### config.mk
export PLATFORM = sky130hd
export DESIGN_NAME = pcfl_queue
export DESIGN_NICKNAME = d
export VERILOG_FILES = /design/src/rtl/pcfl_pkg.sv /design/src/rtl/pcfl_queue.sv
export SDC_FILE = /design/constraint.sdc
export NUM_CORES = 1
export LEC_CHECK = 0
export BUFFER_PORTS_ARGS = -buffer_cell sky130_fd_sc_hd__buf_4
export CORE_MARGIN = 10
export CORE_UTILIZATION = 38
export CTS_CLUSTER_SIZE = 12
export DETAILED_ROUTE_END_ITERATION = 8
export GPL_TIMING_DRIVEN = 0
export HOLD_SLACK_MARGIN = 0.05
export PLACE_DENSITY = 0.59
export SYNTH_ARGS = -nofsm -noshare
export SYNTH_HDL_FRONTEND = slang
export SYNTH_SLANG_ARGS = --single-unit
### constraint.sdc
create_clock -name clk -period 6.01 [get_ports clk]
set_input_delay 0.3005 -clock clk [delete_from_list [all_inputs] [get_ports clk]]
set_output_delay 0.3005 -clock clk [all_outputs]
set_load 0.01 [all_outputs]
### src/rtl/pcfl_pkg.sv
// ----------------------------------------------------------------------------
// pcfl_pkg
// Shared types and constants of the palette color fade lookup unit.
// ----------------------------------------------------------------------------
package pcfl_pkg;

  localparam int TABLE_ENTRIES = 32;
  localparam int INDEX_W       = 5;
  localparam int CHAN_W        = 5;
  localparam int MAX_ADDR_W    = 8;
  localparam int WORD_W        = 16;
  localparam int QUEUE_DEPTH   = 4;

  // Input tdata layout
  localparam int SRC_LSB      = 0;
  localparam int LVL_LSB      = 16;
  localparam int LCH_LSB      = 18;
  localparam int LIDX_LSB     = 20;
  localparam int LWORD_LSB    = 25;
  localparam int IN_TDATA_W   = 48;
  localparam int OUT_TDATA_W  = 16;

  // Configuration registers
  localparam int CFG_IDX_W  = 2;
  localparam int CFG_DATA_W = 9;
  localparam logic [CFG_IDX_W-1:0] CFG_FADE_INTENSITY   = 2'd0;
  localparam logic [CFG_IDX_W-1:0] CFG_FADE_COLOR       = 2'd1;
  localparam logic [CFG_IDX_W-1:0] CFG_BRIGHTNESS_LEVEL = 2'd2;

  localparam logic OP_CONVERT = 1'b0;
  localparam logic OP_LOAD    = 1'b1;

  localparam logic [1:0] CH_RED   = 2'd0;
  localparam logic [1:0] CH_GREEN = 2'd1;
  localparam logic [1:0] CH_BLUE  = 2'd2;

  localparam logic [8:0]  MAX_INTENSITY = 9'd256;
  localparam logic [10:0] FULL_SCALE    = 11'h400;

  typedef struct packed {
    logic                  is_load;
    logic [1:0]            chan;
    logic [MAX_ADDR_W-1:0] addr_r;
    logic [MAX_ADDR_W-1:0] addr_g;
    logic [MAX_ADDR_W-1:0] addr_b;
    logic [WORD_W-1:0]     word;
  } pcfl_cmd_t;

endpackage

### src/rtl/pcfl_queue.sv
// ----------------------------------------------------------------------------
// pcfl_queue
// Short command queue between the front and the back.
// ----------------------------------------------------------------------------
module pcfl_queue (
  input  logic                clk,
  input  logic                rst_n,
  input  logic                push,
  input  pcfl_pkg::pcfl_cmd_t push_cmd,
  output logic                full,
  input  logic                pop,
  output logic                not_empty,
  output pcfl_pkg::pcfl_cmd_t head
);
  import pcfl_pkg::*;

  localparam int PTR_W = $clog2(QUEUE_DEPTH);

  pcfl_cmd_t        store [QUEUE_DEPTH];
  logic [PTR_W-1:0] wr_ptr_r;
  logic [PTR_W-1:0] rd_ptr_r;
  logic [PTR_W:0]   count_r;

  assign full      = (count_r == (PTR_W+1)'(QUEUE_DEPTH));
  assign not_empty = (count_r != '0);
  assign head      = store[rd_ptr_r];

  always_ff @(posedge clk) begin
    if (push) begin
      store[wr_ptr_r] <= push_cmd;
    end
  end

  always_ff @(posedge clk) begin
    if (!rst_n) begin
      wr_ptr_r <= '0;
      rd_ptr_r <= '0;
      count_r  <= '0;
    end else begin
      if (push) begin
        wr_ptr_r <= wr_ptr_r + 1'b1;
      end
      if (pop) begin
        rd_ptr_r <= rd_ptr_r + 1'b1;
      end
      count_r <= count_r + (PTR_W+1)'(push) - (PTR_W+1)'(pop);
    end
  end

  a_no_overflow: assert property (@(posedge clk) disable iff (!rst_n)
    push |-> !full)
    else $error("queue overflow");

  a_no_underflow: assert property (@(posedge clk) disable iff (!rst_n)
    pop |-> not_empty)
    else $error("queue underflow");

endmodule

==> metrics.cfg <==
[outcome]
status=finished clean

[clock_tree]
htree_levels=4
clock_latency_ps=410
path_clk_slew_ps=70
cts-root-buf=clkbuf_16
cts_buffers=17
holdBufCountCts=0
post_cts_buffers=0
cts_sinks=181
ctsResizeCount=0
tritoncts=yes
clk_path_buf_depth=2

[setup_path]
cp_slowest_stage_delay_ps=370
rrSetupSlack_ps=4250
timing.critical_path.buf_inv=3
crit_arrival_ps=1920
worst_r2r_endpoint=count_r[2]
crit_path_end_kind=output pin
cp-start-kind=flip-flop
rr_worst_depth=7
cp_max_fo=10
crit_chain=clkbuf_1 > buf_2 > mux4_2 > buf_4
crit_required_ps=5710
crit_type=flip-flop to output pin
critPathTopFamily=buffers and inverters
cpMaxStageDelayCell=buf_2
rr_startpoint=count_r[0]

[final_layout]
layout.nets=436
final_util_pct=48.2
antenna_cells=0
stdcell_area_um2=8340
area_growth_pct=24.4
fillers=1474
drive_gt1_share_pct=44.6

[place]
place_congestion=0.682
dpl.hpwl_mm=7.80
io_buffers=91
placed_cell_area_um2=7750

[sta]
finalSetupViolations=0
fin_crit_ps=2220
skew_ps=8.43
slew_viol_final=0
tns_ps=0
tightest_slew_ps=686
rsz0062_at_grt=no
maxSlewHeadroom_pct=54.3
fmax_ghz=0.451
hold_violations=0
finalCritPeriodShare_pct=36.9

[global_route]
first_global_vias=3485
grt_usage_pct=10.9
gr-total-overflow=0
grt_max_degree=27
grt_pass1_wl_mm=19.6
antenna_found_initial=0

[yosys]
synth.ff_latch_count=181
synthCells=268
synth_cell_types=21
synth-warning-count=0
synth_area_per_cell_um2=25.0
syn-cell-area_um2=6700
synth_seq_area_share_pct=79.7
syn-num-nets=322

[detailed_routing]
wl_met1_mm=5.37
drc=0
wl_met3_um=539
totalWireLength_mm=12.3
post_drt_wl_per_cell_um=19.8
drtAntennaViolNets=0
dr.first_iter.drc_count=141
top_layer=met4
wl_met2_mm=6.26
firstDrtPassIters=4
dr_total_vias=3010
viasPerCell=4.85

[job]
cap_viol_max_count=0

[power]
p_leak_nw=2.86
powerDensity_nw_per_um2=346
ir_worst_vdd_mv=0.180
power_mw=2.89

[die]
dieArea_um2=23400
io_pins=92
die_y_um=153
core_area_um2=17300
start_util_pct=38.8
die_x_um=153
std_cell_rows=48

[worst_hold_path]
hold_class=input port to flip-flop
whs_endpoint=store[2][28]
min_path_cells=1
hp-start=push_cmd[28]

==> kinds of logic (layout without fill, tap and decap cells) <==
logic type	count (synthesis)	after routing	share of synthesized area, %
compound gates	2	2	0.224
xor+xnor	3	3	0.616
fa+ha+maj	7	7	1.42
buf+inv	17	144	2.11
flops	181	181	79.7
mux	44	44	14.8
simple gates	14	14	1.14
==> worst max-delay path by stage <==
stage	from	end	slack, ps	cells past startpoint
floorplan	wr_ptr_r[0]	store[2][0]	4030	3
global placement	wr_ptr_r[0]	store[0][31]	3040	3
detailed placement	flip-flop	head[4]	4090	4
CTS	flip-flop	head[4]	3630	4
global route	flip-flop	head[4]	3620	4
finish	flip-flop	head[4]	3790	4
==> cell usage after synthesis (all sizes together) <==
master	instances	share of area, %
mux2i	1	0.15
buf	9	1.7
edfxtp	172	77
nand3b	1	0.11
dfxtp	9	2.7
and3	1	0.093
clkbuf	1	0.056
xnor2	2	0.26
xor3	1	0.35
a21oi	1	0.075
mux4	43	15
fa	1	0.30
inv	7	0.39
or3	1	0.093
ha	6	1.1
nor2	5	0.28
a21bo	1	0.15
and2	6	0.56
==> registers in the layout, summed over array words and instances (netlist names), named ones only <==
name,count
wr_ptr_r,2
rd_ptr_r,2
store,172
count_r,3
==> per-stage QoR <==
stage / hold WS, ps / worst slack (ps) / std cells
after floorplan: 399 / 4030 / 268
after global routing: 61.1 / 3620 / 620
after detailed placement: 505 / 4090 / 588
final: 82.2 / 3790 / 620
after global placement: 500 / 3040 / 584
after CTS: 57.0 / 3630 / 620
==> layout make-up <==
type / count / area (um^2) / share of cell area, %
buffer: 10 / 115 / 1.38
clock buffer: 20 / 437 / 5.23
clock inverter: 12 / 153 / 1.83
inverter: 7 / 26.3 / 0.315
multi-input combinational: 70 / 1220 / 14.7
sequential: 181 / 5350 / 64.1
tap: 225 / 282 / 3.37
timing repair buffer: 95 / 763 / 9.15
==> report_power, final <==
group	total (mW)	switching, mW	internal (mW)
Clock	1.09	0.439	0.654
Combinational	0.331	0.152	0.179
Sequential	1.46	0.0162	1.45
Total	2.89	0.607	2.28
==> placed cells by master, fill, tap and decap left out, types with 3 or more instances in the layout <==
cell type	n
edfxtp_1	172
buf_4	91
mux4_2	40
clkbuf_16	17
dfxtp_1	9
buf_12	8
inv_1	7
ha_1	6
nor2_1	5
clkbuf_1	4
buf_2	4
and2_2	4
mux4_1	3
bufinv_16	3
==> per-layer routing <==
metal / vias up / global-route usage [%]
met4: 0 / 3.27
met1: 1582 / 13.2
met5: - / 0
li1: 1356 / -
met3: 10 / 3.93
met2: 62 / 18.0
Note: power is estimated with default switching activity, not from simulation.
