--- config.mk ---
export PLATFORM = sky130hd
export DESIGN_NAME = pcfl_back
export DESIGN_NICKNAME = d
export VERILOG_FILES = /design/src/rtl/pcfl_pkg.sv /design/src/rtl/pcfl_back.sv
export SDC_FILE = /design/constraint.sdc
export NUM_CORES = 2
export LEC_CHECK = 0
export BUFFER_PORTS_ARGS = -buffer_cell sky130_fd_sc_hd__buf_2
export CAP_MARGIN = 10
export CORE_MARGIN = 10
export CORE_UTILIZATION = 35
export CTS_BUF_LIST = sky130_fd_sc_hd__clkbuf_2
export CTS_CLUSTER_DIAMETER = 40
export DETAILED_ROUTE_END_ITERATION = 7
export GPL_ROUTABILITY_DRIVEN = 0
export SKIP_CTS_REPAIR_TIMING = 1
export SLEW_MARGIN = 20
export SYNTH_ARGS = -nofsm -noshare
export SYNTH_HDL_FRONTEND = slang
export SYNTH_MEMORY_MAX_BITS = 65536
export SYNTH_SLANG_ARGS = --single-unit
--- constraint.sdc ---
create_clock -name clk -period 3.05 [get_ports clk]
set_input_delay 0 -clock clk [delete_from_list [all_inputs] [get_ports clk]]
set_output_delay 0 -clock clk [all_outputs]
set_load 0.02 [all_outputs]
--- src/rtl/pcfl_pkg.sv ---
// ----------------------------------------------------------------------------
// pcfl_pkg
// Shared types and constants of the palette color fade lookup unit.
// ----------------------------------------------------------------------------
package pcfl_pkg;

  localparam int TABLE_ENTRIES = 32;
  localparam int INDEX_W       = 5;
  localparam int CHAN_W        = 5;
  localparam int MAX_ADDR_W    = 8;
  localparam int WORD_W        = 16;
  localparam int QUEUE_DEPTH   = 4;

  // Input tdata layout
  localparam int SRC_LSB      = 0;
  localparam int LVL_LSB      = 16;
  localparam int LCH_LSB      = 18;
  localparam int LIDX_LSB     = 20;
  localparam int LWORD_LSB    = 25;
  localparam int IN_TDATA_W   = 48;
  localparam int OUT_TDATA_W  = 16;

  // Configuration registers
  localparam int CFG_IDX_W  = 2;
  localparam int CFG_DATA_W = 9;
  localparam logic [CFG_IDX_W-1:0] CFG_FADE_INTENSITY   = 2'd0;
  localparam logic [CFG_IDX_W-1:0] CFG_FADE_COLOR       = 2'd1;
  localparam logic [CFG_IDX_W-1:0] CFG_BRIGHTNESS_LEVEL = 2'd2;

  localparam logic OP_CONVERT = 1'b0;
  localparam logic OP_LOAD    = 1'b1;

  localparam logic [1:0] CH_RED   = 2'd0;
  localparam logic [1:0] CH_GREEN = 2'd1;
  localparam logic [1:0] CH_BLUE  = 2'd2;

  localparam logic [8:0]  MAX_INTENSITY = 9'd256;
  localparam logic [10:0] FULL_SCALE    = 11'h400;

  typedef struct packed {
    logic                  is_load;
    logic [1:0]            chan;
    logic [MAX_ADDR_W-1:0] addr_r;
    logic [MAX_ADDR_W-1:0] addr_g;
    logic [MAX_ADDR_W-1:0] addr_b;
    logic [WORD_W-1:0]     word;
  } pcfl_cmd_t;

endpackage

--- src/rtl/pcfl_back.sv ---
// ----------------------------------------------------------------------------
// pcfl_back
// Holds the channel tables, writes loads, reads the three words of a
// convert and registers their OR on the output channel.
// ----------------------------------------------------------------------------
module pcfl_back #(
  parameter int BRIGHTNESS_LEVELS = 3
) (
  input  logic                               clk,
  input  logic                               rst_n,
  input  logic                               q_not_empty,
  input  pcfl_pkg::pcfl_cmd_t                q_head,
  output logic                               q_pop,
  output logic                               out_tvalid,
  input  logic                               out_tready,
  output logic [pcfl_pkg::OUT_TDATA_W-1:0]   out_tdata
);
  import pcfl_pkg::*;

  localparam int DEPTH  = BRIGHTNESS_LEVELS * TABLE_ENTRIES;
  localparam int ADDR_W = $clog2(DEPTH);

  logic [WORD_W-1:0] mem_r [DEPTH];
  logic [WORD_W-1:0] mem_g [DEPTH];
  logic [WORD_W-1:0] mem_b [DEPTH];
  logic [WORD_W-1:0] rd_r_r;
  logic [WORD_W-1:0] rd_g_r;
  logic [WORD_W-1:0] rd_b_r;
  logic              s1_v_r;
  logic              s1_move;
  logic              s1_free;
  logic              wr_en;
  logic              rd_en;
  logic              out_tvalid_r;
  logic [WORD_W-1:0] out_tdata_r;
  logic [ADDR_W-1:0] a_r;
  logic [ADDR_W-1:0] a_g;
  logic [ADDR_W-1:0] a_b;

  assign a_r = q_head.addr_r[ADDR_W-1:0];
  assign a_g = q_head.addr_g[ADDR_W-1:0];
  assign a_b = q_head.addr_b[ADDR_W-1:0];

  assign s1_move = s1_v_r && (!out_tvalid_r || out_tready);
  assign s1_free = !s1_v_r || s1_move;
  assign q_pop   = q_not_empty && (q_head.is_load || s1_free);
  assign wr_en   = q_pop && q_head.is_load;
  assign rd_en   = q_pop && !q_head.is_load;

  always_ff @(posedge clk) begin
    if (wr_en && q_head.chan == CH_RED) begin
      mem_r[a_r] <= q_head.word;
    end
    if (rd_en) begin
      rd_r_r <= mem_r[a_r];
    end
  end

  always_ff @(posedge clk) begin
    if (wr_en && q_head.chan == CH_GREEN) begin
      mem_g[a_r] <= q_head.word;
    end
    if (rd_en) begin
      rd_g_r <= mem_g[a_g];
    end
  end

  always_ff @(posedge clk) begin
    if (wr_en && q_head.chan == CH_BLUE) begin
      mem_b[a_r] <= q_head.word;
    end
    if (rd_en) begin
      rd_b_r <= mem_b[a_b];
    end
  end

  always_ff @(posedge clk) begin
    if (!rst_n) begin
      s1_v_r       <= 1'b0;
      out_tvalid_r <= 1'b0;
    end else begin
      if (s1_free) begin
        s1_v_r <= rd_en;
      end
      if (s1_move) begin
        out_tvalid_r <= 1'b1;
      end else if (out_tready) begin
        out_tvalid_r <= 1'b0;
      end
    end
  end

  always_ff @(posedge clk) begin
    if (s1_move) begin
      out_tdata_r <= rd_r_r | rd_g_r | rd_b_r;
    end
  end

  assign out_tvalid = out_tvalid_r;
  assign out_tdata  = out_tdata_r;

  a_read_lands: assert property (@(posedge clk) disable iff (!rst_n)
    rd_en |=> s1_v_r)
    else $error("table read without pending result");

  a_stall_holds_read: assert property (@(posedge clk) disable iff (!rst_n)
    s1_v_r && !s1_move |=> s1_v_r && $stable(rd_r_r) && $stable(rd_g_r) && $stable(rd_b_r))
    else $error("pending read data overwritten");

endmodule

==> results.yml <==
hold_path:
  hold_start: "q_head[12]"
  worstHoldEndpoint: "mem_r[88][12]"
  hold_path_depth: 5
  hold_path_class: "in -> reg"
critical_path:
  r2r_end: "rd_g_r[13]"
  worst_r2r_path_depth: 8
  crit-reg2reg-launch: "mem_g[50][13]"
  max_stage_delay_ns: 1.22
  critical_path.max_fanout: 12
  cp-start-kind: "primary input"
  cp_num_buf_inv: 6
  required_ns: 5.03
  cpLargestDelayFamily: "buffers and inverters"
  crit_slowest_cell: "dlygate4sd3_1"
  worstPathArrival_ns: 5.37
  cp-end-kind: "flop"
  cpMostUsedCell: "dlygate4sd3_1"
  worstSetupPathType: "in -> reg"
  reg2reg_slack_ns: 0.11
  cp_cell_sequence: "dlygate4sd3_1 > dlygate4sd3_1 > buf_2 > dlygate4sd3_1 > nor2b_2 > dlygate4sd3_1 > buf_4 > nand2_1 > a31oi_1 > nor4_1 > nand4_1"
clocking:
  cts_sinks: 4674
  numCtsBuffers: 1208
  clkTransAtPathRegs_ns: 0.12
  cts_buffer_depth: 5
  root_buffer: "clkbuf_2"
  tritoncts: "yes"
  clock_latency_ns: 2.31
  htree_levels: 7
logic_synthesis:
  yosysMostFrequentCell: "edfxtp_1"
  synth_compound_area_share_pct: 4.11
  synth_xor_area_share_pct: 0
  synthAdderAreaFrac_pct: 0
  synthSimpleGateAreaFrac_pct: 2.07
  syn_avg_cell_area_um2: 21.2
  synth_top_area_cell: "edfxtp_1"
  synth_top_family_by_area: "multiplexers"
  synthCells: 8499
  ys_warn_count: 0
  synthArstFlopShare_pct: 0
  synthesis.nets: 8546
  synthMuxAreaShare_pct: 14.3
  synth_common_cells: "edfxtp_1 (4672), mux4_2 (894), nor2_1 (405), mux2i_1 (399), nand2_1 (244)"
  synthFlopType: "edfxtp_1"
  synth_area_leaders: "edfxtp_1 (78%), mux4_2 (11%), mux2i_1 (2.2%)"
  postSynthRegisterBits: 4674
  synth-edff-count: 4672
  synth_cell_type_count: 73
  syn_area_mm2: 0.180
  seq_area_frac_synth_pct: 78.0
  synth_top_area_share_pct: 78.0
outcome:
  violations: "negative setup slack"
  status: "complete, but fails checks"
global_routing:
  grt_pass1_vias: 99100
  antenna_found_initial: 41
  grt_max_degree: 161
  globalRouteTotalUtil_pct: 19.0
  grt_pass1_wl_um: 737000
  grt-ovfl-total: 0
place:
  io_buffers: 61
  placedCellCount: 15700
  dp_slack_ns: -0.179
  place.detailed.hpwl_um: 324000
floorplan:
  dieArea_mm2: 0.543
  die_w_um: 737
  start_util_pct: 35.1
  coreArea_mm2: 0.513
  rows: 263
  ios: 65
  chipHeight_um: 737
sta:
  slew_violations: 0
  max_freq_ghz: 0.295
  clock_skew_ns: 0.186
  tightestPinTransition_ns: 1.21
  min_period_ns: 3.39
  rsz0062_at_grt: "true"
  worst_slack_ns: -0.339
  slew_headroom_pct: 18.5
  fin_crit_sh_pct: 111
  setup_viol_count_final: 6
  finalHoldViolCount: 0
power_and_ir_drop:
  p_per_area_mw_per_mm2: 565
  vdd_drop_max_mv: 0.367
  p_leak_nw: 67.8
routing:
  wl_per_cell_um: 29.8
  vias: 98800
  first_pass_iters: 6
  ant_nets: 0
  drc: 0
  wirelength_um: 532000
  drt-vias-per-instance: 5.53
  drtIter0Drc: 13300
cells_and_area:
  area_growth_pct: 16.1
  layout-drive-gt1-share_pct: 35.9
  final_nets: 10400
  post-route-util_pct: 40.7
  fin_cells: 17900
run:
  drv_cap: 0
## placed cells by master, fill, tap and decap left out, types with 16 or more instances in the layout
| cell | count |
|---|---|
| nor2_2 | 221 |
| buf_4 | 601 |
| buf_12 | 267 |
| o221ai_1 | 23 |
| o21ai_0 | 111 |
| buf_2 | 29 |
| a211oi_1 | 42 |
| mux2_2 | 132 |
| a221o_1 | 16 |
| a22o_1 | 32 |
| o22ai_1 | 88 |
| edfxtp_1 | 4672 |
| a22oi_1 | 194 |
| nor2b_1 | 39 |
| clkinv_2 | 36 |
| clkinv_1 | 219 |
| o21ai_1 | 16 |
| buf_16 | 22 |
| nand2_1 | 242 |
| nand2b_1 | 18 |
| nand3_1 | 59 |
| nor2_1 | 184 |
| diode_2 | 43 |
| buf_8 | 25 |
| a221oi_1 | 211 |
| mux4_2 | 894 |
| o2bb2ai_1 | 16 |
| clkbuf_2 | 1659 |
| inv_2 | 24 |
| a21oi_1 | 116 |
| dlygate4sd3_1 | 178 |
| mux2i_1 | 399 |
| o211ai_1 | 43 |
| or3_1 | 16 |
## stage by stage
stage / power (mW) / area [um2] / hold slack, ns / TNS, ns
after floorplan: 75.5 / 180000 / 0.0989 / 0
after global placement: 79.3 / 196000 / 0.216 / -0.717
after detailed placement: 79.4 / 196000 / 0.222 / -0.360
after CTS: 119 / 206000 / -2.35 / -2.99
after global routing: 123 / 209000 / -0.0441 / -1.44
final: 118 / 209000 / 0.0489 / -0.698
## tightest hold or removal path, cell delays in order
cell	delay, ns
dlygate4sd3_1	0.53
dlygate4sd3_1	0.54
dlygate4sd3_1	0.58
buf_8	0.14
buf_16	0.20
## report_power, final
part / internal, mW / total, mW / switching (mW) / leakage (nW)
logic: 2.78 / 7.61 / 4.82 / 18.2
clock network: 15.2 / 39.7 / 24.4 / 7.60
registers: 70.6 / 70.8 / 0.108 / 42.0
total: 88.7 / 118 / 29.4 / 67.8
## logic make-up (layout without fill, tap and decap cells)
| group | Yosys count | in the layout |
|---|---|---|
| flops | 4674 | 4674 |
| mux | 1429 | 1429 |
| compound gates | 1012 | 1012 |
| simple gates | 861 | 861 |
| buf+inv | 523 | 3080 |
| other cells | 0 | 43 |
## how the worst max path moves through the flow
stage / slack (ns) / startpoint / endpoint / depth (start not counted)
after floorplan: 0.47 / out_tvalid / rd_b_r[0] / 4
after global placement: -0.53 / q_head[33] / rd_r_r[7] / 9
after detailed placement: -0.18 / q_head[33] / rd_r_r[7] / 9
after CTS: -0.53 / out_tvalid / q_pop / 4
after global routing: -0.33 / out_tvalid / q_pop / 4
final: -0.34 / q_head[35] / rd_r_r[13] / 11
## state kept, by name, indices dropped and copies added, names as in the netlist
signal and count:
mem_b 1536, out_tdata 16, rd_b_r 16, s1_v_r 1, rd_r_r 16, rd_g_r 16
out_tvalid 1, mem_g 1536, mem_r 1536
## routing by layer
layer	share of wire (%)	vias up	global-route usage [%]
met2	47	5991	29.5
met4	3.6	16	8.13
li1	-	40100	-
met5	0.023	-	0
met3	11	1015	5.12
met1	39	51700	25.3
## cell type report
type	instances	area (um2)
inverter	7	31.3
clock buffer	1659	8300
sequential	4674	140000
multi-input combinational	3302	37500
tap	6757	8450
clock inverter	287	1360
fill	45500	304000
antenna	43	108
timing repair buffer	1127	12800
Power figures use the tool's default switching activity.
