==> src/rtl/pcfl_pkg.sv <==
// ----------------------------------------------------------------------------
// pcfl_pkg
// Shared types and constants of the palette color fade lookup unit.
// ----------------------------------------------------------------------------
package pcfl_pkg;

  localparam int TABLE_ENTRIES = 32;
  localparam int INDEX_W       = 5;
  localparam int CHAN_W        = 5;
  localparam int MAX_ADDR_W    = 8;
  localparam int WORD_W        = 16;
  localparam int QUEUE_DEPTH   = 4;

  // Input tdata layout
  localparam int SRC_LSB      = 0;
  localparam int LVL_LSB      = 16;
  localparam int LCH_LSB      = 18;
  localparam int LIDX_LSB     = 20;
  localparam int LWORD_LSB    = 25;
  localparam int IN_TDATA_W   = 48;
  localparam int OUT_TDATA_W  = 16;

  // Configuration registers
  localparam int CFG_IDX_W  = 2;
  localparam int CFG_DATA_W = 9;
  localparam logic [CFG_IDX_W-1:0] CFG_FADE_INTENSITY   = 2'd0;
  localparam logic [CFG_IDX_W-1:0] CFG_FADE_COLOR       = 2'd1;
  localparam logic [CFG_IDX_W-1:0] CFG_BRIGHTNESS_LEVEL = 2'd2;

  localparam logic OP_CONVERT = 1'b0;
  localparam logic OP_LOAD    = 1'b1;

  localparam logic [1:0] CH_RED   = 2'd0;
  localparam logic [1:0] CH_GREEN = 2'd1;
  localparam logic [1:0] CH_BLUE  = 2'd2;

  localparam logic [8:0]  MAX_INTENSITY = 9'd256;
  localparam logic [10:0] FULL_SCALE    = 11'h400;

  typedef struct packed {
    logic                  is_load;
    logic [1:0]            chan;
    logic [MAX_ADDR_W-1:0] addr_r;
    logic [MAX_ADDR_W-1:0] addr_g;
    logic [MAX_ADDR_W-1:0] addr_b;
    logic [WORD_W-1:0]     word;
  } pcfl_cmd_t;

endpackage

==> src/rtl/pcfl_front.sv <==
// ----------------------------------------------------------------------------
// pcfl_front
// Accepts input transactions, drops invalid loads, fades the color channels
// into table addresses and hands one command per kept item to the queue.
// ----------------------------------------------------------------------------
module pcfl_front #(
  parameter int BRIGHTNESS_LEVELS = 3
) (
  input  logic                                clk,
  input  logic                                rst_n,
  input  logic                                in_tvalid,
  output logic                                in_tready,
  input  logic [pcfl_pkg::IN_TDATA_W-1:0]     in_tdata,
  input  logic                                in_tuser,
  input  logic [8:0]                          fade_intensity,
  input  logic [7:0]                          fade_color,
  input  logic [1:0]                          brightness_level,
  input  logic                                q_full,
  output logic                                q_push,
  output pcfl_pkg::pcfl_cmd_t                 q_cmd
);
  import pcfl_pkg::*;

  localparam int ADDR_W = $clog2(BRIGHTNESS_LEVELS * TABLE_ENTRIES);

  logic [10:0]          factor_r;
  logic [16:0]          bias_r;
  logic [8:0]           intensity;
  logic                 f_v_r;
  pcfl_cmd_t            f_cmd_r;
  pcfl_cmd_t            cmd_nxt;
  logic                 keep;
  logic                 accept;
  logic [15:0]          src;
  logic [1:0]           ld_level;
  logic [1:0]           ld_chan;
  logic [INDEX_W-1:0]   ld_idx;
  logic [1:0]           level;
  logic [INDEX_W-1:0]   idx_r;
  logic [INDEX_W-1:0]   idx_g;
  logic [INDEX_W-1:0]   idx_b;

  function automatic logic [INDEX_W-1:0] fade_index(input logic [CHAN_W-1:0] c,
                                                    input logic [10:0] factor,
                                                    input logic [16:0] bias);
    logic [16:0] sum;
    sum = 17'(factor * {c, 1'b0}) + bias;
    return sum[15:11];
  endfunction

  function automatic logic [MAX_ADDR_W-1:0] slot(input logic [1:0] lvl,
                                                 input logic [INDEX_W-1:0] idx);
    logic [ADDR_W-1:0] a;
    a = ADDR_W'({1'b0, lvl, idx});
    return MAX_ADDR_W'(a);
  endfunction

  assign intensity = (fade_intensity > MAX_INTENSITY) ? MAX_INTENSITY : fade_intensity;

  always_ff @(posedge clk) begin
    factor_r <= FULL_SCALE - {intensity, 2'b00};
    bias_r   <= 17'(intensity * fade_color);
  end

  assign src      = in_tdata[SRC_LSB +: 16];
  assign ld_level = in_tdata[LVL_LSB +: 2];
  assign ld_chan  = in_tdata[LCH_LSB +: 2];
  assign ld_idx   = in_tdata[LIDX_LSB +: INDEX_W];
  assign level    = (32'(brightness_level) >= BRIGHTNESS_LEVELS) ? 2'd0 : brightness_level;

  assign idx_r = fade_index(src[4:0],   factor_r, bias_r);
  assign idx_g = fade_index(src[9:5],   factor_r, bias_r);
  assign idx_b = fade_index(src[14:10], factor_r, bias_r);

  always_comb begin
    cmd_nxt.is_load = (in_tuser == OP_LOAD);
    cmd_nxt.chan    = ld_chan;
    cmd_nxt.word    = in_tdata[LWORD_LSB +: WORD_W];
    if (in_tuser == OP_LOAD) begin
      cmd_nxt.addr_r = slot(ld_level, ld_idx);
      cmd_nxt.addr_g = '0;
      cmd_nxt.addr_b = '0;
      keep = (32'(ld_level) < BRIGHTNESS_LEVELS) && (ld_chan != 2'd3);
    end else begin
      cmd_nxt.addr_r = slot(level, idx_r);
      cmd_nxt.addr_g = slot(level, idx_g);
      cmd_nxt.addr_b = slot(level, idx_b);
      keep = 1'b1;
    end
  end

  assign q_push    = f_v_r && !q_full;
  assign in_tready = !f_v_r || !q_full;
  assign accept    = in_tvalid && in_tready;
  assign q_cmd     = f_cmd_r;

  always_ff @(posedge clk) begin
    if (!rst_n) begin
      f_v_r <= 1'b0;
    end else if (in_tready) begin
      f_v_r <= accept && keep;
    end
  end

  always_ff @(posedge clk) begin
    if (in_tready) begin
      f_cmd_r <= cmd_nxt;
    end
  end

  a_hold_when_blocked: assert property (@(posedge clk) disable iff (!rst_n)
    f_v_r && q_full |=> f_v_r && $stable(f_cmd_r))
    else $error("front command lost while queue full");

endmodule

==> config.mk <==
export PLATFORM = sky130hd
export DESIGN_NAME = pcfl_front
export DESIGN_NICKNAME = d
export VERILOG_FILES = /design/src/rtl/pcfl_pkg.sv /design/src/rtl/pcfl_front.sv
export SDC_FILE = /design/constraint.sdc
export NUM_CORES = 1
export LEC_CHECK = 0
export BUFFER_PORTS_ARGS = -buffer_cell sky130_fd_sc_hd__buf_2
export CAP_MARGIN = 20
export CORE_UTILIZATION = 55
export DETAILED_ROUTE_END_ITERATION = 8
export GPL_TIMING_DRIVEN = 0
export PLACE_DENSITY = 0.82
export REMOVE_ABC_BUFFERS = 1
export SYNTH_ARGS = -nofsm -noshare
export SYNTH_HDL_FRONTEND = slang
export SYNTH_SLANG_ARGS = --single-unit
==> constraint.sdc <==
create_clock -name clk -period 4.9 [get_ports clk]
set_input_delay 0.98 -clock clk [delete_from_list [all_inputs] [get_ports clk]]
set_output_delay 0.98 -clock clk [all_outputs]
set_load 0.02 [all_outputs]
==> flow_metrics.tcl, run 1 <==
set metrics [dict create \
    slew_viol_final 0 \
    drtIter0Drc 380 \
    crit_path_end "q_cmd[26]" \
    synthTopCellsByArea "fa_1, ha_1, edfxtp_1, and2_1, inv_1" \
    syn_to_final_growth_pct 20.3 \
    clk_path_buf_depth 2 \
    grtUsageMet3 0.0463 \
    layout.nets 1400 \
    vias_per_cell 5.49 \
    fin_worst_skew_ns 0.00791 \
    met2_usage 0.464 \
    power_frac_comb 0.774 \
    place.port_buffers 105 \
    gp_congestion 0.863 \
    antenna_cells 0 \
    initial_core_util 0.567 \
    ys_types 54 \
    grt_start_max_net_pins 41 \
    grt_pass1_vias 7356 \
    crit_path_end_kind "flip-flop" \
    cts-htree-levels 3 \
    setup_ws_ns -0.125 \
    ys_warn_count 0 \
    violations "setup timing" \
    routed_wl_um 21500 \
    grt_use_total 0.264 \
    ys_seq_elements 61 \
    seqPwrFrac 0.138 \
    final_period_minus_worst_setup_slack_ns 5.02 \
    crit_arrival_ns 5.08 \
    synth-compound-area-share 0.0766 \
    synth.avg_cell_area_um2 9.24 \
    synth_fa_ha_area_frac 0.404 \
    rrSetupSlack_ns -0.02 \
    syn-cell-area_um2 9040 \
    pre_cts_slack_ns -1.11 \
    rr_endpoint "q_cmd[36]" \
    core_um2 15900 \
    filler_cell_count 1196 \
    syn_inst 978 \
    path_class "in -> reg" \
    die-area_um2 16900 \
    p_per_area_nw_per_um2 611 \
    drive_above_1_share 0.227 \
    yosysTopAreaCellShare 0.224 \
    synthFlopType "edfxtp_1" \
    setup-tns-final_ns -0.377 \
    yosysTopAreaCell "fa_1" \
    ant_nets 0 \
    fin_crit_sh 1.03 \
    drcViolationCount 0 \
    gr-max-usage-layer "met2" \
    die_w_um 130 \
    insertion_delay_ns 0.32 \
    run_status "finished with violations" \
    io_pins 117 \
    cp-startpoint "in_tdata[7]" \
    async_flop_share 0 \
    wl_per_cell_um 16.3 \
    first_pass_iters 4 \
    cts_tree "built" \
    vdd_drop_max_uv 409 \
    overflow 0 \
    p_switching_w 0.00316 \
    fmax_ghz 0.199 \
    switching_share 0.475 \
    hpwlAfterDp_um 15300 \
    leakage_nw 5.42 \
    cts.clk_slew.worst_paths_ns 0.05 \
    die_y_um 130 \
    r2r_cells 18 \
    yosys-mux-area-fraction 0 \
    synth_top_family_by_area "adder cells" \
    ys_seq_area_frac 0.177 \
    finalSetupViolations 5 \
    cts_num_sinks 61 \
    maxCapViolCount 0 \
    grt_first_pass_wirelength_um 34600 \
    required_ns 4.95 \
    use_met1 0.315 \
    hold_viol_final 0 \
    power_frac_clock 0.088 \
    cp-start-kind "input port" \
    reg2reg_from "factor_r[2]" \
    max_slew_margin 0.368 \
    synth-xor-area-share 0.0684 \
    tightest_slew_ns 0.944 \
    synth-simple-area-share 0.194 \
    hold_class "in -> reg" \
    vias 7233 \
    antenna_found_initial 0 \
    root_buffer "clkbuf_16" \
    critPathMaxFanout 9 \
    std_cell_rows 46 \
    p_int_w 0.00349 \
    grt_setup_unrepaired "yes" \
    synth_edf_count 38 \
    cts_made_buffers 9 \
]
registers in the layout, indices dropped and copies added (netlist names):
signal,count
q_cmd,38
factor_r,9
bias_r,13
f_v_r,1
worst max-delay path, stage by stage:
cell and delay [ns]:
buf_4 0.13, nand2_1 0.08, fa_1 0.57, fa_1 0.45
fa_1 0.56, inv_1 0.07, ha_4 0.25, nor2b_2 0.16
o2111ai_1 0.23, nand2_1 0.10, nor2_2 0.15, xnor2_1 0.10
ha_2 0.19, or3_4 0.39, o21ai_4 0.08, a21oi_4 0.08
a21oi_2 0.19, xor2_2 0.23, nor2_1 0.06
cell usage after synthesis (all sizes together) (2+ instances only):
library cell and n:
ha 130, nor2 29, and3 6, xnor2 55
nand2 89, nor4 5, dfxtp 23, xor2 13
a21oi 30, inv 156, fa 101, nand4 7
a211oi 5, o21bai 2, buf 8, o2111ai 4
or4 2, nor3b 3, and2 137, o21ai 17
edfxtp 38, a41oi 2, a31oi 2, a2111oi 3
or2 2, o31ai 4, nand2b 4, a21o 14
nand3 10, o21a 8, nor2b 13, or3 3
a41o 3, nor3 15, clkbuf 21
kinds of logic (layout without fill, tap and decap cells):
logic type | count (synthesis) | in the layout
AO/OA/AOI/OAI | 102 | 102
XOR/XNOR | 69 | 69
adder cells (fa/ha/maj) | 231 | 231
buffers and inverters | 185 | 307
flip-flops | 61 | 61
other | 1 | 3
AND/OR/NAND/NOR | 329 | 329
area by class of cell:
class / count / area (um2) / area share
Sequential cell: 61 / 1610 / 0.148
Inverter: 156 / 586 / 0.0539
Clock buffer: 12 / 258 / 0.0237
Multi-Input combinational cell: 734 / 7290 / 0.671
Clock inverter: 4 / 22.5 / 0.00207
Tap cell: 216 / 270 / 0.0249
Timing Repair Buffer: 135 / 837 / 0.0770
what timing repair did:
item,CTS,global route
setup buffers,17,13
gates cloned,1,0
hold buffers,0,0
pin swaps,41,48
setup endpoints to repair,19,21
resized for setup,82,61
power by group through the flow:
stage,Clock (W),Sequential [W],Combinational [W]
floorplan,0,0.000935,0.00301
global placement,0,0.000911,0.00380
detailed placement,0,0.000916,0.00392
CTS,0.000589,0.000909,0.00457
global route,0.000608,0.000930,0.00564
finish,0.000583,0.000918,0.00514
worst min-delay path by stage:
stage | from | to | cells past startpoint
2_1_floorplan | bias_r[13] | q_cmd[19] | 2
3_3_place_gp | bias_r[11] | q_cmd[24] | 3
3_5_place_dp | bias_r[13] | q_cmd[19] | 2
4_1_cts | in_tdata[32] | q_cmd[7] | 1
5_1_grt | in_tdata[28] | q_cmd[3] | 1
6_report | in_tdata[29] | q_cmd[4] | 1
metal layers:
| metal | part of all wire | up-vias |
|---|---|---|
| li1 | - | 3388 |
| met1 | 0.39 | 3551 |
| met2 | 0.51 | 234 |
| met3 | 0.059 | 60 |
| met4 | 0.036 | 0 |
| met5 | 0 | - |
placed cells by master, fill, tap and decap left out, types with 16 or more instances in the layout:
master,count
dfxtp_1,17
edfxtp_1,38
xnor2_1,54
ha_1,111
nor2_1,24
buf_4,31
fa_1,100
inv_1,152
and2_1,131
a21oi_2,16
buf_2,97
nand2_1,85
through the flow:
stage          utilization  cell area (um2)  hold slack (ns)  power (W)  std cells
2_1_floorplan            -             8910            0.722    0.00394        951
3_3_place_gp         0.609             9710            0.936    0.00471       1272
3_5_place_dp         0.609             9710            0.959    0.00484       1272
4_1_cts              0.661            10500            0.823    0.00606       1306
5_1_grt              0.682            10900            0.819    0.00718       1318
6_report             0.682            10900            0.829    0.00665       1318
(Power assumes the default switching activity.)
==> run 2: changes to the inputs <==
- REMOVE_ABC_BUFFERS: 1 -> not set
==> run 2 against run 1 <==
Compared with the run above: the run still ends with setup timing left; register-to-register slack better by 0.07 ns; cell area grew 0.77%; sequential power fell by 2.4%; combinational power fell by 3%; cell count up 1.2%; sequential share of layout area shrank 0.15 points; core utilization grew 0.53 points; maximum frequency is 2.3% higher; global-route usage decreased by 0.74 points; worst setup slack improved by 0.11 ns; clock power up 8.9%; power shrank 1.5%; critical endpoint is now q_cmd[36].
==> flow_metrics.tcl, run 2 (synthesis results as in run 1) <==
set metrics [dict create \
    die-area_um2 16900 \
    cts_tree "built" \
    p_per_area_nw_per_um2 597 \
    place.port_buffers 102 \
    setup-tns-final_ns -0.0121 \
    drcViolationCount 0 \
    antenna_found_initial 0 \
    root_buffer "clkbuf_16" \
    worst-path-buf-inv 3 \
    fin_hold_ws_ns 0.810 \
    path_class "in -> reg" \
    ant_nets 0 \
    finalSetupViolations 1 \
    run_status "finished with violations" \
    cpMostUsedCell "fa_1" \
    tightest_slew_ns 0.846 \
    insertion_delay_ns 0.35 \
    syn_to_final_growth_pct 21.2 \
    rrSetupSlack_ns 0.05 \
    crit_family "adder cells" \
    cp-start-kind "input port" \
    fin_crit_sh 1.00 \
    initial_core_util 0.567 \
    grt_setup_unrepaired "yes" \
    drtIter0Drc 367 \
    critPathMaxFanout 6 \
    gp_congestion 0.870 \
    grt_first_pass_wirelength_um 33600 \
    hold_class "in -> reg" \
    grt_start_max_net_pins 41 \
    worstPathCellList "buf_12 > and2_1 > fa_1 > fa_1 > inv_1 > fa_1 > inv_1 > ha_1 > a21oi_2 > o21ai_2 > or4_1 > nand4_1 > ha_1 > a21o_1 > a41oi_2 > xnor3_1 > o21ai_1" \
    crit_arrival_ns 5.11 \
    vias 7194 \
    vias_per_cell 5.39 \
    io_pins 117 \
    grt_use_total 0.257 \
    die_w_um 130 \
    critPathMaxStageDelay_ns 0.58 \
    cts_num_sinks 61 \
    setup_ws_ns -0.0121 \
    antenna_cells 0 \
    routed_wl_um 21000 \
    largest_register_ffs 38 \
    wl_per_cell_um 15.7 \
    slew_viol_final 0 \
    cts_made_buffers 9 \
    vdd_drop_max_uv 341 \
    cts.clk_slew.worst_paths_ns 0.06 \
    final_area_um2 11000 \
    final_period_minus_worst_setup_slack_ns 4.91 \
    crit_path_top_delay_cell "fa_1" \
    hold_viol_final 0 \
    p_total_w 0.00654 \
    maxCapViolCount 0 \
    grt_pass1_vias 7152 \
    layout_common_cells "inv_1, and2_1, ha_1" \
    layout.nets 1416 \
    clk_path_buf_depth 2 \
    cts-htree-levels 3 \
    place_area_um2 9970 \
    filler_cell_count 1202 \
    violations "setup timing" \
    fmax_ghz 0.204 \
    crit_path_end_kind "flip-flop" \
    first_pass_iters 4 \
    max_slew_margin 0.434 \
    drive_above_1_share 0.230 \
    leakage_nw 5.48 \
    std_cell_rows 46 \
    layout_commonest_cell "inv_1" \
    fin_worst_skew_ns 0.00927 \
    required_ns 5.10 \
    hpwlAfterDp_um 16000 \
    cts.hold.buffers_added 0 \
    die_y_um 130 \
    core_um2 15900 \
    overflow 0 \
]
==> run 2: cell count changes in the layout (fill, tap and decap cells not counted), moves of 3 or more <==
| cell | previous run | this run |
|---|---|---|
| dfxtp_2 | 6 | 3 |
| clkbuf_2 | 0 | 5 |
| nor2b_4 | 9 | 3 |
| and2_1 | 131 | 134 |
| and2_4 | 6 | 3 |
| buf_6 | 1 | 5 |
| nor2_2 | 5 | 2 |
| dfxtp_1 | 17 | 20 |
| clkbuf_4 | 2 | 7 |
| nor2b_2 | 1 | 5 |
==> run 2: layout make-up <==
type / count / area (um2) / area share
clock buffer: 9 / 225 / 0.0206
buffer: 26 / 169 / 0.0154
timing repair buffer: 125 / 729 / 0.0666
inverter: 156 / 586 / 0.0534
multi-input combinational: 734 / 7300 / 0.666
tap: 216 / 270 / 0.0247
clock inverter: 7 / 73.8 / 0.00674
sequential: 61 / 1610 / 0.147
==> run 2: final timing paths <==
kind	from	end	depth (start not counted)
setup reg to reg	factor_r[6]	q_cmd[36]	17
hold / removal	in_tdata[26]	q_cmd[1]	1
setup / recovery	in_tdata[4]	q_cmd[36]	17
hold reg to reg	bias_r[12]	q_cmd[17]	3
==> run 2: power by group <==
part / switching (W) / internal, W / total, W
registers: 0.000141 / 0.000755 / 0.000896
logic: 0.00269 / 0.00232 / 0.00501
clock network: 0.000240 / 0.000395 / 0.000635
total: 0.00307 / 0.00347 / 0.00654
==> run 2: worst reg2reg max path, delay by kind of cell (launching register included) <==
family	cells	cell delay [ns]
AO/OA/AOI/OAI	5	0.75
XOR/XNOR	1	0.24
adder cells (fa/ha/maj)	5	2.17
buffers and inverters	3	0.41
flip-flops	1	0.46
AND/OR/NAND/NOR	3	0.68
==> run 2: per-layer routing <==
layer	GRT usage	up-vias	share of wire	wire, um
met5	0	-	0	0
met4	0.101	0	0.034	714
met3	0.0402	53	0.061	1270
met2	0.461	236	0.49	10200
met1	0.308	3480	0.42	8760
li1	-	3425	-	-
==> run 2: timing repair <==
item                       CTS  global route
setup buffers               11            12
pin swaps                   24            49
resized for setup           54            92
setup endpoints to repair   17            18
hold endpoints to repair     0             0
==> run 2: stage by stage <==
step / setup WS, ns / utilization / cells
floorplan: -0.149 / - / 980
CTS: -0.0201 / 0.660 / 1325
global route: -0.133 / 0.687 / 1334
finish: -0.0121 / 0.687 / 1334
global placement: -0.571 / 0.625 / 1298
detailed placement: -0.644 / 0.625 / 1298
==> run 3: changes to the inputs <==
- CELL_PAD_IN_SITES_DETAIL_PLACEMENT: not set -> 1
- CELL_PAD_IN_SITES_GLOBAL_PLACEMENT: not set -> 1
- CORE_UTILIZATION: 55 -> 42
==> run 3 against run 2 <==
Compared with the run above: global-route usage down 2.2 points; flip-flop and latch count unchanged; critical path type unchanged; clock-buffer cell count grew 5; register-to-register slack worse by 0.10 ns; the run still ends with setup timing left; combinational power up 12%; clock power is 1% higher; via count grew 4.3%; largest cell class unchanged; routed wire length grew 32%.
==> flow_metrics.tcl, run 3 (synthesis results as in run 1) <==
set metrics [dict create \
    antenna_found_initial 0 \
    hold_depth 1 \
    cts_made_buffers 9 \
    clk_path_buf_depth 2 \
    path_class "in -> reg" \
    fmax_ghz 0.199 \
    routed_wl_um 27700 \
    switching_share 0.477 \
    cts-htree-levels 3 \
    cts.clk_slew.worst_paths_ns 0.05 \
    seqPwrFrac 0.127 \
    fin_hold_ws_ns 0.811 \
    grt_pass1_vias 8146 \
    vdd_drop_max_uv 319 \
    grt_use_total 0.235 \
    root_buffer "clkbuf_16" \
    maxCapViolCount 0 \
    drtIter0Drc 224 \
    p_per_area_nw_per_um2 642 \
    drcViolationCount 0 \
    filler_cell_count 2403 \
    hold_class "in -> reg" \
    initial_core_util 0.429 \
    cts_tree "built" \
    drive_above_1_share 0.248 \
    finalSetupViolations 4 \
    fin_worst_skew_ns 0.00487 \
    grt_setup_unrepaired "yes" \
    wl_per_cell_um 19.8 \
    die_y_um 149 \
    antenna_cells 0 \
    run_status "finished with violations" \
    final_area_um2 11200 \
    final_period_minus_worst_setup_slack_ns 5.04 \
    hpwlAfterDp_um 19600 \
    critPathMaxFanout 7 \
    violations "setup timing" \
    grt_start_max_net_pins 41 \
    cp-start-kind "input port" \
    gp_congestion 0.861 \
    required_ns 5.09 \
    tightest_slew_ns 0.963 \
    grt_first_pass_wirelength_um 40300 \
    cts_num_sinks 61 \
    vias_per_cell 5.37 \
    die-area_um2 22100 \
    r2r_cells 17 \
    crit_path_end_kind "flip-flop" \
    power_frac_comb 0.783 \
    vias 7501 \
    ant_nets 0 \
    leakage_nw 5.55 \
    p_switching_w 0.00343 \
    cts.hold.buffers_added 0 \
    place.port_buffers 102 \
    p_int_w 0.00376 \
    fin_crit_sh 1.03 \
    overflow 0 \
    insertion_delay_ns 0.34 \
    first_pass_iters 4 \
    die_w_um 149 \
    core_um2 21100 \
    layout_common_cells "inv_1, and2_1, ha_1" \
    setup_ws_ns -0.137 \
    power_frac_clock 0.089 \
    hold_viol_final 0 \
    layout_commonest_cell "inv_1" \
    std_cell_rows 53 \
    largest_register_ffs 38 \
    crit_arrival_ns 5.23 \
    layout.nets 1421 \
    io_pins 117 \
    max_slew_margin 0.355 \
    syn_to_final_growth_pct 23.9 \
    slew_viol_final 0 \
    place_area_um2 10000 \
]
## run 3: cell count changes in the layout (fill, tap and decap cells not counted), moves of 4 or more
cell,previous run,this run
clkbuf_8,0,5
o21ai_2,5,9
inv_2,4,9
inv_1,152,147
and2_4,3,7
and2_1,134,130
## run 3: what timing repair did
action / in CTS / in global routing
buffers inserted: 11 / 17
pin swaps: 38 / 60
gates resized for setup: 90 / 84
setup endpoints to repair: 19 / 15
## run 3: power by group through the flow
stage / Sequential (W) / Combinational, W / Clock, W
2_1_floorplan: 0.000921 / 0.00318 / 0
3_3_place_gp: 0.000911 / 0.00398 / 0
3_5_place_dp: 0.000920 / 0.00420 / 0
4_1_cts: 0.000911 / 0.00476 / 0.000650
5_1_grt: 0.000923 / 0.00615 / 0.000668
6_report: 0.000915 / 0.00563 / 0.000644
## run 3: stage by stage
step	total power (W)	TNS, ns	worst slack [ns]	cells	utilization
after global placement	0.00489	-8.34	-0.625	1357	0.476
after detailed placement	0.00512	-10.46	-0.712	1357	0.476
final	0.00719	-0.286	-0.137	1398	0.531
after global routing	0.00774	-1.56	-0.295	1398	0.531
after CTS	0.00632	-0.0879	-0.0563	1382	0.509
after floorplan	0.00410	-0.149	-0.149	980	-
## run 3: path summary, 6_finish.rpt
check,slack (ns),from,endpoint
worst max-delay path,-0.14,in_tdata[4],q_cmd[36]
worst min-delay path,0.81,in_tdata[27],q_cmd[2]
worst min register to register,1.03,bias_r[13],q_cmd[19]
worst max register to register,-0.05,factor_r[7],q_cmd[27]
## run 3: area by class of cell
cell class | instances | area, um2 | share of cell area
plain buffers | 26 | 189 | 0.0169
clock buffers | 14 | 285 | 0.0255
clock inverters | 2 | 12.5 | 0.00112
inverters | 156 | 586 | 0.0523
multi-input cells | 734 | 7370 | 0.658
flip-flops and latches | 61 | 1600 | 0.143
well taps | 275 | 344 | 0.0307
repair buffers | 130 | 811 | 0.0724
## run 3: routing by layer
| metal | wire length [um] | global-route usage |
|---|---|---|
| met1 | 10600 | 0.270 |
| met2 | 15000 | 0.447 |
| met3 | 1220 | 0.0273 |
| met4 | 937 | 0.0763 |
| met5 | 0 | 0 |
## run 3: worst max-delay path: stages
cell and delay (ns):
buf_12 0.11, and2_1 0.17, fa_1 0.55, fa_1 0.62
inv_1 0.08, fa_1 0.55, inv_1 0.07, ha_4 0.27
a21oi_1 0.18, o21ai_2 0.12, or4_1 0.42, nand4_1 0.15
ha_4 0.24, a21o_1 0.19, a41oi_2 0.16, xnor3_1 0.24
o21ai_1 0.13
